**src/rtl/core/imhq_pkg.sv**
```systemverilog
// shared types, sizes and codes for the indexed min-heap queue
package imhq_pkg;

    localparam int HEAP_DEPTH = 256;
    localparam int TAG_COUNT  = 1024;
    localparam int KEY_BITS   = 16;

    localparam int SLOT_W = $clog2(HEAP_DEPTH + 1);
    localparam int TAG_W  = $clog2(TAG_COUNT);
    localparam int CMD_W  = 2;
    localparam int STAT_W = 3;

    typedef logic [SLOT_W-1:0]   t_slot;
    typedef logic [TAG_W-1:0]    t_tag;
    typedef logic [KEY_BITS-1:0] t_key;
    typedef logic [CMD_W-1:0]    t_cmd;
    typedef logic [STAT_W-1:0]   t_status;

    typedef struct packed {
        t_tag tag;
        t_key key;
    } t_entry;

    // heap memory port request
    typedef struct packed {
        logic   we;
        t_slot  waddr;
        t_entry wdata;
        t_slot  raddr;
    } t_heap_req;

    // position table port request
    typedef struct packed {
        logic  we;
        t_tag  waddr;
        t_slot wdata;
        t_tag  raddr;
    } t_pos_req;

    localparam t_cmd CMD_INSERT = 2'd0;
    localparam t_cmd CMD_POP    = 2'd1;
    localparam t_cmd CMD_UPDATE = 2'd2;

    localparam t_status ST_OK      = 3'd0;
    localparam t_status ST_EMPTY   = 3'd1;
    localparam t_status ST_FULL    = 3'd2;
    localparam t_status ST_ABSENT  = 3'd3;
    localparam t_status ST_PRESENT = 3'd4;

endpackage

```
**src/rtl/core/imhq_cmd_if.sv**
```systemverilog
// command channel: valid, ready and one command word
interface imhq_cmd_if;
    import imhq_pkg::*;
    logic valid;
    logic ready;
    t_cmd cmd;
    t_tag node_tag;
    t_key key;
    modport source (output valid, output cmd, output node_tag, output key, input ready);
    modport sink   (input valid, input cmd, input node_tag, input key, output ready);
endinterface

```
**src/rtl/core/imhq_rsp_if.sv**
```systemverilog
// result channel: valid, ready and one result word
interface imhq_rsp_if;
    import imhq_pkg::*;
    logic           valid;
    logic           ready;
    t_status        status;
    t_tag           out_tag;
    t_key           out_key;
    logic [8:0]     occupancy;
    modport source (output valid, output status, output out_tag, output out_key,
                    output occupancy, input ready);
    modport sink   (input valid, input status, input out_tag, input out_key,
                    input occupancy, output ready);
endinterface

```
**src/rtl/core/imhq_ctrl.sv**
```systemverilog
// sequencer: command decode, sift up and sift down over the two memories
module imhq_ctrl
    import imhq_pkg::*;
(
    input  logic        i_clk,
    input  logic        i_rst_n,
    imhq_cmd_if.sink    i_cmd,
    imhq_rsp_if.source  o_rsp,
    output t_heap_req   o_heap_req,
    input  t_entry      i_heap_rdata,
    output t_pos_req    o_pos_req,
    input  t_slot       i_pos_rdata
);

    localparam logic [3:0] S_CLEAR = 4'd0;
    localparam logic [3:0] S_IDLE  = 4'd1;
    localparam logic [3:0] S_LOOK  = 4'd2;
    localparam logic [3:0] S_POP   = 4'd3;
    localparam logic [3:0] S_UP    = 4'd4;
    localparam logic [3:0] S_UPC   = 4'd5;
    localparam logic [3:0] S_DOWN  = 4'd6;
    localparam logic [3:0] S_DL    = 4'd7;
    localparam logic [3:0] S_DR    = 4'd8;
    localparam logic [3:0] S_PLACE = 4'd9;
    localparam logic [3:0] S_FIN   = 4'd10;

    localparam t_tag  TAG_LAST = t_tag'(TAG_COUNT - 1);
    localparam t_slot SLOT_MAX = t_slot'(HEAP_DEPTH);

    logic [3:0] r_state, n_state;
    t_tag       r_clr, n_clr;
    t_cmd       r_cmd, n_cmd;
    t_tag       r_mtag, n_mtag;
    t_key       r_mkey, n_mkey;
    t_slot      r_hole, n_hole;
    t_slot      r_cnt, n_cnt;
    logic       r_down, n_down;
    t_slot      r_bslot, n_bslot;
    t_tag       r_btag, n_btag;
    t_key       r_bkey, n_bkey;
    t_status    r_status, n_status;
    t_tag       r_otag, n_otag;
    t_key       r_okey, n_okey;
    logic       r_ov, n_ov;
    t_status    r_o_status, n_o_status;
    t_tag       r_o_tag, n_o_tag;
    t_key       r_o_key, n_o_key;
    t_slot      r_o_occ, n_o_occ;

    logic            present;
    logic [SLOT_W:0] lchild;
    logic [SLOT_W:0] rchild;
    t_slot           d_slot;
    t_tag            d_tag;
    t_key            d_key;
    logic            out_free;

    assign present  = (i_pos_rdata != '0) && (i_pos_rdata <= r_cnt);
    assign lchild   = {r_hole, 1'b0};
    assign rchild   = lchild + 1'b1;
    assign out_free = !r_ov || o_rsp.ready;

    // best of hole and children seen so far
    always_comb begin
        d_slot = r_hole;
        d_tag  = r_mtag;
        d_key  = r_mkey;
        if (r_state == S_DL) begin
            if (r_mkey >= i_heap_rdata.key) begin
                d_slot = lchild[SLOT_W-1:0];
                d_tag  = i_heap_rdata.tag;
                d_key  = i_heap_rdata.key;
            end
        end else begin
            d_slot = r_bslot;
            d_tag  = r_btag;
            d_key  = r_bkey;
            if (r_bkey >= i_heap_rdata.key) begin
                d_slot = rchild[SLOT_W-1:0];
                d_tag  = i_heap_rdata.tag;
                d_key  = i_heap_rdata.key;
            end
        end
    end

    // next state and memory requests
    always_comb begin
        n_state    = r_state;
        n_clr      = r_clr;
        n_cmd      = r_cmd;
        n_mtag     = r_mtag;
        n_mkey     = r_mkey;
        n_hole     = r_hole;
        n_cnt      = r_cnt;
        n_down     = r_down;
        n_bslot    = r_bslot;
        n_btag     = r_btag;
        n_bkey     = r_bkey;
        n_status   = r_status;
        n_otag     = r_otag;
        n_okey     = r_okey;
        n_ov       = r_ov && !o_rsp.ready;
        n_o_status = r_o_status;
        n_o_tag    = r_o_tag;
        n_o_key    = r_o_key;
        n_o_occ    = r_o_occ;
        o_heap_req       = '0;
        o_heap_req.raddr = t_slot'(1);
        o_pos_req        = '0;
        o_pos_req.raddr  = i_cmd.node_tag;

        unique case (r_state)
            S_CLEAR: begin
                o_pos_req.we    = 1'b1;
                o_pos_req.waddr = r_clr;
                n_clr           = r_clr + 1'b1;
                if (r_clr == TAG_LAST) begin
                    n_state = S_IDLE;
                end
            end
            S_IDLE: begin
                if (i_cmd.valid) begin
                    n_cmd    = i_cmd.cmd;
                    n_mtag   = i_cmd.node_tag;
                    n_mkey   = i_cmd.key;
                    n_status = ST_OK;
                    n_otag   = '0;
                    n_okey   = '0;
                    n_state  = S_LOOK;
                end
            end
            S_LOOK: begin
                n_state = S_FIN;
                unique case (r_cmd)
                    CMD_INSERT: begin
                        if (present) begin
                            n_status = ST_PRESENT;
                        end else if (r_cnt >= SLOT_MAX) begin
                            n_status = ST_FULL;
                        end else begin
                            n_cnt   = r_cnt + 1'b1;
                            n_hole  = r_cnt + 1'b1;
                            n_down  = 1'b0;
                            n_state = S_UP;
                        end
                    end
                    CMD_POP: begin
                        if (r_cnt == '0) begin
                            n_status = ST_EMPTY;
                        end else begin
                            n_otag           = i_heap_rdata.tag;
                            n_okey           = i_heap_rdata.key;
                            o_pos_req.we     = 1'b1;
                            o_pos_req.waddr  = i_heap_rdata.tag;
                            o_heap_req.raddr = r_cnt;
                            n_state          = S_POP;
                        end
                    end
                    CMD_UPDATE: begin
                        if (!present) begin
                            n_status = ST_ABSENT;
                        end else begin
                            n_hole  = i_pos_rdata;
                            n_down  = 1'b1;
                            n_state = S_UP;
                        end
                    end
                    default: begin
                        n_status = ST_OK;
                    end
                endcase
            end
            S_POP: begin
                n_mtag = i_heap_rdata.tag;
                n_mkey = i_heap_rdata.key;
                n_cnt  = r_cnt - 1'b1;
                n_hole = t_slot'(1);
                n_down = 1'b1;
                if (r_cnt > t_slot'(1)) begin
                    n_state = S_DOWN;
                end else begin
                    n_state = S_FIN;
                end
            end
            S_UP: begin
                o_heap_req.raddr = r_hole >> 1;
                if (r_hole == t_slot'(1)) begin
                    n_state = r_down ? S_DOWN : S_PLACE;
                end else begin
                    n_state = S_UPC;
                end
            end
            S_UPC: begin
                if (r_mkey <= i_heap_rdata.key) begin
                    // parent moves down into the hole
                    o_heap_req.we    = 1'b1;
                    o_heap_req.waddr = r_hole;
                    o_heap_req.wdata = i_heap_rdata;
                    o_pos_req.we     = 1'b1;
                    o_pos_req.waddr  = i_heap_rdata.tag;
                    o_pos_req.wdata  = r_hole;
                    n_hole           = r_hole >> 1;
                    n_state          = S_UP;
                end else begin
                    n_state = r_down ? S_DOWN : S_PLACE;
                end
            end
            S_DOWN: begin
                o_heap_req.raddr = lchild[SLOT_W-1:0];
                if (lchild > {1'b0, r_cnt}) begin
                    n_state = S_PLACE;
                end else begin
                    n_state = S_DL;
                end
            end
            S_DL, S_DR: begin
                o_heap_req.raddr = rchild[SLOT_W-1:0];
                if (r_state == S_DL && rchild <= {1'b0, r_cnt}) begin
                    n_bslot = d_slot;
                    n_btag  = d_tag;
                    n_bkey  = d_key;
                    n_state = S_DR;
                end else if (d_slot == r_hole) begin
                    n_state = S_PLACE;
                end else begin
                    // smaller child moves up into the hole
                    o_heap_req.we     = 1'b1;
                    o_heap_req.waddr  = r_hole;
                    o_heap_req.wdata  = '{tag: d_tag, key: d_key};
                    o_pos_req.we      = 1'b1;
                    o_pos_req.waddr   = d_tag;
                    o_pos_req.wdata   = r_hole;
                    n_hole            = d_slot;
                    n_state           = S_DOWN;
                end
            end
            S_PLACE: begin
                o_heap_req.we    = 1'b1;
                o_heap_req.waddr = r_hole;
                o_heap_req.wdata = '{tag: r_mtag, key: r_mkey};
                o_pos_req.we     = 1'b1;
                o_pos_req.waddr  = r_mtag;
                o_pos_req.wdata  = r_hole;
                n_state          = S_FIN;
            end
            S_FIN: begin
                if (out_free) begin
                    n_ov       = 1'b1;
                    n_o_status = r_status;
                    n_o_tag    = r_otag;
                    n_o_key    = r_okey;
                    n_o_occ    = r_cnt;
                    n_state    = S_IDLE;
                end
            end
            default: begin
                n_state = S_IDLE;
            end
        endcase
    end

    // control registers
    always_ff @(posedge i_clk) begin
        if (!i_rst_n) begin
            r_state <= S_CLEAR;
            r_clr   <= '0;
            r_cnt   <= '0;
            r_ov    <= 1'b0;
        end else begin
            r_state <= n_state;
            r_clr   <= n_clr;
            r_cnt   <= n_cnt;
            r_ov    <= n_ov;
        end
    end

    // working and result registers
    always_ff @(posedge i_clk) begin
        r_cmd      <= n_cmd;
        r_mtag     <= n_mtag;
        r_mkey     <= n_mkey;
        r_hole     <= n_hole;
        r_down     <= n_down;
        r_bslot    <= n_bslot;
        r_btag     <= n_btag;
        r_bkey     <= n_bkey;
        r_status   <= n_status;
        r_otag     <= n_otag;
        r_okey     <= n_okey;
        r_o_status <= n_o_status;
        r_o_tag    <= n_o_tag;
        r_o_key    <= n_o_key;
        r_o_occ    <= n_o_occ;
    end

    assign i_cmd.ready     = (r_state == S_IDLE);
    assign o_rsp.valid     = r_ov;
    assign o_rsp.status    = r_o_status;
    assign o_rsp.out_tag   = r_o_tag;
    assign o_rsp.out_key   = r_o_key;
    assign o_rsp.occupancy = r_o_occ;

endmodule

```
**src/flat_wrapper.sv**
```systemverilog
// flat-port wrapper written by rule: the top's interface ports become plain ports
module imhq_ctrl_flat import imhq_pkg::*;
  (i_clk, i_rst_n, o_heap_req, i_heap_rdata, o_pos_req, i_pos_rdata, i_cmd_valid, i_cmd_cmd, i_cmd_node_tag, i_cmd_key, i_cmd_ready, o_rsp_valid, o_rsp_status, o_rsp_out_tag, o_rsp_out_key, o_rsp_occupancy, o_rsp_ready);
  imhq_cmd_if i_cmd_i ();
  imhq_rsp_if o_rsp_i ();
  input  logic i_clk;
  input  logic i_rst_n;
  output t_heap_req o_heap_req;
  input  t_entry i_heap_rdata;
  output t_pos_req o_pos_req;
  input  t_slot i_pos_rdata;
  input wire logic [$bits(i_cmd_i.valid)-1:0] i_cmd_valid;
  input wire logic [$bits(i_cmd_i.cmd)-1:0] i_cmd_cmd;
  input wire logic [$bits(i_cmd_i.node_tag)-1:0] i_cmd_node_tag;
  input wire logic [$bits(i_cmd_i.key)-1:0] i_cmd_key;
  output wire logic [$bits(i_cmd_i.ready)-1:0] i_cmd_ready;
  output wire logic [$bits(o_rsp_i.valid)-1:0] o_rsp_valid;
  output wire logic [$bits(o_rsp_i.status)-1:0] o_rsp_status;
  output wire logic [$bits(o_rsp_i.out_tag)-1:0] o_rsp_out_tag;
  output wire logic [$bits(o_rsp_i.out_key)-1:0] o_rsp_out_key;
  output wire logic [$bits(o_rsp_i.occupancy)-1:0] o_rsp_occupancy;
  input wire logic [$bits(o_rsp_i.ready)-1:0] o_rsp_ready;
  assign i_cmd_i.valid = i_cmd_valid;
  assign i_cmd_i.cmd = i_cmd_cmd;
  assign i_cmd_i.node_tag = i_cmd_node_tag;
  assign i_cmd_i.key = i_cmd_key;
  assign i_cmd_ready = i_cmd_i.ready;
  assign o_rsp_valid = o_rsp_i.valid;
  assign o_rsp_status = o_rsp_i.status;
  assign o_rsp_out_tag = o_rsp_i.out_tag;
  assign o_rsp_out_key = o_rsp_i.out_key;
  assign o_rsp_occupancy = o_rsp_i.occupancy;
  assign o_rsp_i.ready = o_rsp_ready;
  imhq_ctrl u_core (.i_clk(i_clk), .i_rst_n(i_rst_n), .i_cmd(i_cmd_i), .o_rsp(o_rsp_i), .o_heap_req(o_heap_req), .i_heap_rdata(i_heap_rdata), .o_pos_req(o_pos_req), .i_pos_rdata(i_pos_rdata));
endmodule
```
**config.mk**
```make
export PLATFORM = sky130hd
export DESIGN_NAME = imhq_ctrl_flat
export DESIGN_NICKNAME = d
export VERILOG_FILES = /design/src/rtl/core/imhq_pkg.sv /design/src/rtl/core/imhq_cmd_if.sv /design/src/rtl/core/imhq_rsp_if.sv /design/src/rtl/core/imhq_ctrl.sv /design/src/flat_wrapper.sv
export SDC_FILE = /design/constraint.sdc
export NUM_CORES = 1
export LEC_CHECK = 0
export BUFFER_PORTS_ARGS = -buffer_cell sky130_fd_sc_hd__buf_2
export CORE_MARGIN = 3
export CORE_UTILIZATION = 60
export CTS_CLUSTER_SIZE = 16
export DETAILED_ROUTE_END_ITERATION = 10
export GPL_TIMING_DRIVEN = 0
export PLACE_DENSITY_LB_ADDON = 0.12
export SYNTH_ARGS = -nofsm -noshare
export SYNTH_HDL_FRONTEND = slang
export SYNTH_SLANG_ARGS = --single-unit
```
**constraint.sdc**
```tcl
create_clock -name i_clk -period 7.4 [get_ports i_clk]
set_input_delay 0.74 -clock i_clk [delete_from_list [all_inputs] [get_ports i_clk]]
set_output_delay 0.74 -clock i_clk [all_outputs]
set_load 0.01 [all_outputs]
```
# --- Word-level counts from Yosys, hierarchy flattened ---
# Index checks and enable logic that the tools add are counted.
totals:
  register_bits: 164
  input_bits: 67
classes:
  order_cmp: 8
  add_sub_neg: 4
  reduce_logical: 25
  muxes: 75
  eq_ne: 33
op_table:
  columns: ["cell", "count"]
  rows:
  - ["16-bit 2-to-1 mux", 7]
  - ["36-bit 2-to-1 mux", 3]
  - ["9-bit 2-to-1 mux", 12]
  - ["36-bit case mux with 3 select lines", 1]
  - ["9-bit case mux with 4 select lines", 2]
  - ["10-bit 2-to-1 mux", 7]
  - ["16-bit case mux with 2 select lines", 2]
  - ["20-bit 2-to-1 mux", 3]
  - ["4-bit 2-to-1 mux", 14]
  - ["11-bit case mux with 5 select lines", 1]
  - ["10-bit case mux with 2 select lines", 2]
  - ["4-bit case mux with 10 select lines", 1]
  - ["9-bit case mux with 2 select lines", 2]
  - ["16-bit greater-or-equal comparator", 2]
  - ["9-bit case mux with 3 select lines", 1]
  - ["11-bit 2-to-1 mux", 2]
  - ["10-bit by 1-bit adder with 10-bit output, second input constant", 2]
  - ["4-bit by 3-bit equality test with 1-bit output, second input constant", 4]
  - ["16-bit <= comparator", 1]
  - ["2-bit != test, second input constant", 8]
  - ["3-bit 2-to-1 mux", 5]
  - ["4-bit equality test, second input constant", 3]
  - ["3-bit != test, second input constant", 4]
  - ["4-bit case mux with 3 select lines", 1]
  - ["36 further kinds", 55]

# --- Longest topological paths before layout ---
# Gate-level depths: netlist of run 1.
depth:
  word_depth: 7
  mapped_depth: 12
  depth_no_buf: 10

# --- Worst setup path before layout of run 1 ---
# OpenSTA, ideal clock, no wires.
synth_timing:
  path_kind: "reg-to-output"
  from: "register u_core.r_cnt[7]"
  to: "output o_pos_req[17] in the netlist's numbering"
  setup_slack_ps: 2179
  stages_incl_launch_ff: 12
  n_path_buf: 2
  t_arrival_ps: 4481
  path_cell_list: "dfxtp_1 -> inv_1 -> ha_1 -> or4_1 -> o32ai_1 -> a21oi_1 -> o31ai_2 -> nor2_1 -> o21ai_1 -> buf_2 -> a21boi_0 -> buf_4"
synth_lines:
  columns: ["element", "line", "rtl"]
  rows:
  - ["from (decl)", "imhq_ctrl.sv:36", "t_slot r_cnt, n_cnt;"]
  - ["from (signal assigned)", "imhq_ctrl.sv:272", "r_cnt <= n_cnt;"]
  - ["to (decl)", "flat_wrapper.sv:10", "output t_pos_req o_pos_req;"]

==> results of run 1 <==
==> registers in the layout, indices dropped and copies added (netlist names), 4 cells and up <==
| name | flops |
|---|---|
| u_core.r_mtag | 10 |
| u_core.r_clr | 10 |
| u_core.o_rsp.out_key | 16 |
| u_core.o_rsp.out_tag | 10 |
| u_core.r_otag | 10 |
| u_core.r_hole | 9 |
| u_core.r_state | 4 |
| u_core.r_cnt | 9 |
| u_core.r_mkey | 16 |
| u_core.r_bslot | 9 |
| u_core.r_btag | 10 |
| u_core.o_rsp.occupancy | 9 |
| u_core.r_okey | 16 |
| u_core.r_bkey | 16 |
==> logic make-up after synthesis <==
kind of cell    Yosys count
fa+ha+maj                58
compound gates          296
mux                       5
simple gates            303
flops                   164
xor+xnor                 24
buf+inv                 141
==> worst max-delay path: cells and delay by family (launching register included) <==
kind	cells	cell delay, ns
buffers and inverters	6	1.51
flip-flops	1	0.33
AO/OA/AOI/OAI	3	0.96
adder cells (fa/ha/maj)	1	0.35
AND/OR/NAND/NOR	3	1.14
==> final timing paths <==
kind,start,slack (ns),to
max,u_core.r_cnt[2],1.92,o_pos_req[14]
min,u_core.r_okey[4],0.42,u_core.o_rsp.out_key[4]
max reg2reg,u_core.r_cnt[2],2.46,u_core.r_hole[4]
min reg2reg,u_core.r_okey[4],0.42,u_core.o_rsp.out_key[4]
==> layer usage <==
| metal | global-route usage | up-vias |
|---|---|---|
| li1 | - | 4104 |
| met1 | 0.474 | 4230 |
| met3 | 0.0743 | 75 |
| met2 | 0.515 | 636 |
| met4 | 0.127 | 0 |
| met5 | 0 | - |
==> layout make-up <==
cell class | instances | area share
clock inverters | 15 | 0.0126
plain buffers | 76 | 0.0333
well taps | 216 | 0.0232
inverters | 65 | 0.0210
clock buffers | 17 | 0.0366
repair buffers | 186 | 0.0844
flip-flops and latches | 164 | 0.402
multi-input cells | 686 | 0.386
==> layout by cell type (no fill, tap or decap), types with 7 or more instances in the layout <==
master,netlist,final
a21boi_0,11,11
a21oi_1,56,56
a222oi_1,19,19
a22o_1,16,16
a22oi_1,20,20
a31o_2,16,16
a31oi_1,8,8
and2_1,31,31
and3_1,13,13
buf_2,10,191
buf_4,20,20
clkbuf_1,40,40
clkbuf_16,0,17
dfxtp_1,24,24
edfxtp_1,140,140
ha_1,58,58
inv_1,65,65
nand2_1,109,108
nand2b_1,11,11
nand3_1,22,22
nand4_1,15,15
nor2_1,52,52
nor3_1,20,19
o21ai_0,62,62
o21bai_1,9,9
o221ai_1,7,7
o22ai_1,29,29
or3_1,7,7
xnor2_1,23,23
==> power breakdown <==
group          internal (uW)  switching [uW]  leakage [uW]
Combinational           48.8            73.3       0.00314
Clock                    445             422      0.000272
Sequential               995            2.50       0.00144
Total                   1490             498       0.00485
==> metrics by stage <==
stage,TNS (ns),hold slack [ns]
6_report,0,0.422
5_1_grt,0,0.425
4_1_cts,0,0.421
3_5_place_dp,0,0.405
3_3_place_gp,-4.42,0.400
2_1_floorplan,0,0.400
==> flow_summary.toml, run 1 <==
[status]
outcome = "finished clean"

[logic_synthesis]
synth_xor_area_frac = 0.0215
yosys_warnings = 0
synth-edff-count = 140
synthMuxAreaShare = 0.00511
synthArstFlopShare = 0
synthTopCellsByCount = "edfxtp_1, nand2_1, inv_1"
syn-cell-area_um2 = 9800
synth_cells = 991
yosys.area_share.simple = 0.152
synth_top_family_by_area = "compound AO/OA/AOI/OAI gates"
synth_top_cell_by_area = "edfxtp_1"
synth_area_leaders = "edfxtp_1, ha_1, dfxtp_1, nand2_1, o21ai_0"
synthesis.nets = 1116
synth_compound_area_frac = 0.205
synth.yosys.seq_area_share = 0.478
synth_most_common_cell = "edfxtp_1"
syn_area_per_cell_um2 = 9.89
synthAdderAreaFrac = 0.0741
ys_seq_elements = 164
synth_cell_type_count = 66
synth_ff_type = "edfxtp_1"
netlist.area_leader.share = 0.429

[grt]
grt_max_degree = 27
grt_pass1_vias = 8577
track_usage = 0.337
overflow = 0
antenna_found_initial = 0
grt_pass1_wl_mm = 46.7

[pwr]
power_uw = 1990
ir_drop_v = 0.000156
power_density_nw_per_um2 = 171
leakage_uw = 0.00485

[floorplan]
dieArea_um2 = 17900
dieWidth_um = 134
fp.coreArea_um2 = 15900
die_y_um = 134
rows = 46
ios = 182
initial_core_util = 0.615

[final_layout]
regArea_um2 = 4680
postLayoutCellArea_um2 = 11600
diodes = 0
syn_to_final_growth_pct = 18.8
fin_nets = 1321
final-instance-count-excl-fill = 1425
utilization = 0.730
multi_input_comb_area_um2 = 4500
drive_gt1_frac = 0.232
n_fill_cell = 1253

[worst_setup_path]
cpMaxStageDelayCell = "nor2_1"
crit_chain = "clkbuf_1 -> inv_1 -> ha_1 -> nand4_1 -> nor3_1 -> o31ai_4 -> buf_16 -> nor2_1 -> o21ai_1 -> buf_2 -> a21boi_0 -> buf_4 -> buf_2"
critPathMaxStageDelay_ns = 0.65
crit_type = "reg -> out"
cp-end-kind = "primary output"
ff2ff_path_depth = 11
crit_fanout = 15
arrival_ns = 4.74
cpMostUsedCell = "buf_2"
startpoint_type = "flip-flop"
cp.required_ns = 6.66

[clocking]
path_clk_slew_ns = 0.07
postCtsSetupBuffers = 0
cts.repair.resized = 0
cts.sinks = 164
cts_tree = "yes"
clk_path_buf_depth = 2
cts_buffers = 17
cts_hold_buf = 0
insertion_delay_ns = 0.44
clockRootBuffer = "clkbuf_16"
htreeDepth = 4

[route]
highest_layer = "met4"
wl_mm = 30.5
dr_wl_met3_mm = 3.58
wire_per_inst_um = 21.4
routed_via_density = 6.35
drtAntennaViolNets = 0
drt_iter0_drc = 1307
m1WireLength_mm = 12.3
route.met2.wl_mm = 13.7
first_pass_iters = 6
drcViolationCount = 0
vias = 9045

[job]
maxCapViolations = 0

[min_path]
hold_depth = 0
min_path_type = "reg -> reg"

[timing]
grt_setup_unrepaired = "no"
fmax_ghz = 0.182
worst_pin_slew_ns = 1.34
final_hold_viol_count = 0
relSlewSlack = 0.102
layout_setup_ws_ns = 1.92
setup_viol = 0
finalCritPeriodShare = 0.741
period_needed_ns = 5.48
fin_skew_ns = 0.00997
slew_violations = 0

[place]
dp_hpwl_mm = 22.0
port_buffers = 181
post-place-ws_ns = 2.52
place_area_um2 = 11100
place_inst = 1393
place_congestion = 0.946
No activity file was read; power rests on OpenSTA's default activity.
==> run 2: changes to the inputs <==
CORE_UTILIZATION = 51   (was 60)
clock period = 5 ns   (was 7.4 ns; I/O delays follow)
==> flow_summary.toml, run 2 (same netlist as run 1, synthesis figures left out) <==
[grt]
grt_pass1_vias = 8230
track_usage = 0.285
grt_max_degree = 27
overflow = 0
grt_pass1_wl_mm = 45.7
antenna_found_initial = 1

[clocking]
path_clk_slew_ns = 0.07
cts_tree = "yes"
cts_buffers = 17
clockRootBuffer = "clkbuf_16"
cts.sinks = 164
insertion_delay_ns = 0.43
cts_hold_buf = 0
clk_path_buf_depth = 2
htreeDepth = 4

[worst_setup_path]
crit_chain = "inv_1 -> ha_1 -> or4_1 -> o32ai_1 -> a21oi_1 -> o31ai_4 -> buf_16 -> nor2_2 -> o21ai_1 -> buf_2 -> a21boi_0 -> buf_4 -> buf_2"
cpMostUsedCell = "buf_2"
crit_fanout = 14
critPathMaxStageDelay_ns = 0.54
arrival_ns = 4.12
cpMaxStageDelayCell = "or4_1"
startpoint_type = "flip-flop"
path_buf_inv = 5
crit_type = "reg -> out"
cp-end-kind = "primary output"
cp.required_ns = 4.50
crit_family = "compound AO/OA/AOI/OAI gates"

[route]
vias = 8749
drt_iter0_drc = 1100
drcViolationCount = 0
wire_per_inst_um = 20.6
wl_mm = 29.8
drtAntennaViolNets = 0
first_pass_iters = 9
routed_via_density = 6.05

[timing]
finalCritPeriodShare = 0.924
worst_pin_slew_ns = 1.41
relSlewSlack = 0.0588
period_needed_ns = 4.62
fmax_ghz = 0.216
setup_viol = 0
slew_violations = 0
grt_setup_unrepaired = "no"
hold_ws_ns = 0.258
final_hold_viol_count = 0
fin_skew_ns = 0.0121

[place]
port_buffers = 181
dp_hpwl_mm = 21.9
place_congestion = 0.952

[min_path]
min_path_type = "in -> reg"

[job]
maxCapViolations = 0

[final_layout]
n_fill_cell = 1627
regArea_um2 = 4680
drive_gt1_frac = 0.233
utilization = 0.624
syn_to_final_growth_pct = 19.5
multi_input_comb_area_um2 = 4500
mostFrequentLayoutCells = "buf_2, edfxtp_1, nand2_1"
fin_nets = 1324
final_common_cell = "buf_2"
diodes = 0

[floorplan]
dieWidth_um = 145
initial_core_util = 0.522
die_y_um = 145
rows = 50
ios = 182
fp.coreArea_um2 = 18800
dieArea_um2 = 20900

[pwr]
power_density_nw_per_um2 = 252
leakage_uw = 0.00488
power_uw = 2960
ir_drop_v = 0.000243

[status]
outcome = "finished clean"
==> run 2: path summary, 6_finish.rpt <==
| kind | to | cells after the start | startpoint | slack, ns |
|---|---|---|---|---|
| max reg2reg | u_core.r_hole[4] | 11 | u_core.r_cnt[2] | 0.72 |
| min | u_core.r_cmd[1] | 1 | i_cmd_cmd[1] | 0.26 |
| max | o_pos_req[12] | 13 | u_core.r_cnt[7] | 0.38 |
| min reg2reg | u_core.o_rsp.out_key[3] | 0 | u_core.r_okey[3] | 0.41 |
==> run 2: power by group <==
| group | total [uW] | internal (uW) | switching, uW |
|---|---|---|---|
| sequential | 1480 | 1470 | 3.71 |
| clock | 1300 | 702 | 602 |
| combinational | 176 | 71.5 | 104 |
==> run 2: routing by layer <==
| layer | GRT usage | vias to the layer above | part of all wire |
|---|---|---|---|
| met5 | 0 | - | 0.00044 |
| met4 | 0.0849 | 2 | 0.020 |
| met3 | 0.0605 | 55 | 0.098 |
| met2 | 0.438 | 468 | 0.45 |
| met1 | 0.408 | 4113 | 0.43 |
| li1 | - | 4111 | - |
==> run 2: stage by stage <==
stage / area (um^2) / setup slack, ns / setup TNS (ns) / instances
2_1_floorplan: 9800 / 0.0186 / 0 / 991
3_3_place_gp: 11000 / -2.51 / -181.43 / 1406
3_5_place_dp: 11100 / 0.387 / 0 / 1413
4_1_cts: 11700 / 0.170 / 0 / 1446
5_1_grt: 11700 / 0.166 / 0 / 1446
6_report: 11700 / 0.378 / 0 / 1446
==> run 2: layout make-up <==
type,instances,share of cell area
clock inverters,15,0.0126
flip-flops and latches,164,0.400
clock buffers,17,0.0363
multi-input cells,686,0.384
repair buffers,189,0.0881
well taps,234,0.0250
plain buffers,76,0.0331
inverters,65,0.0208
==> run 2: what timing repair did <==
action / in CTS / in global routing
buffers inserted: 1 / 0
endpoints found under the setup margin: 5 / 21
resized for setup: 0 / 1
pin swaps: 1 / 0
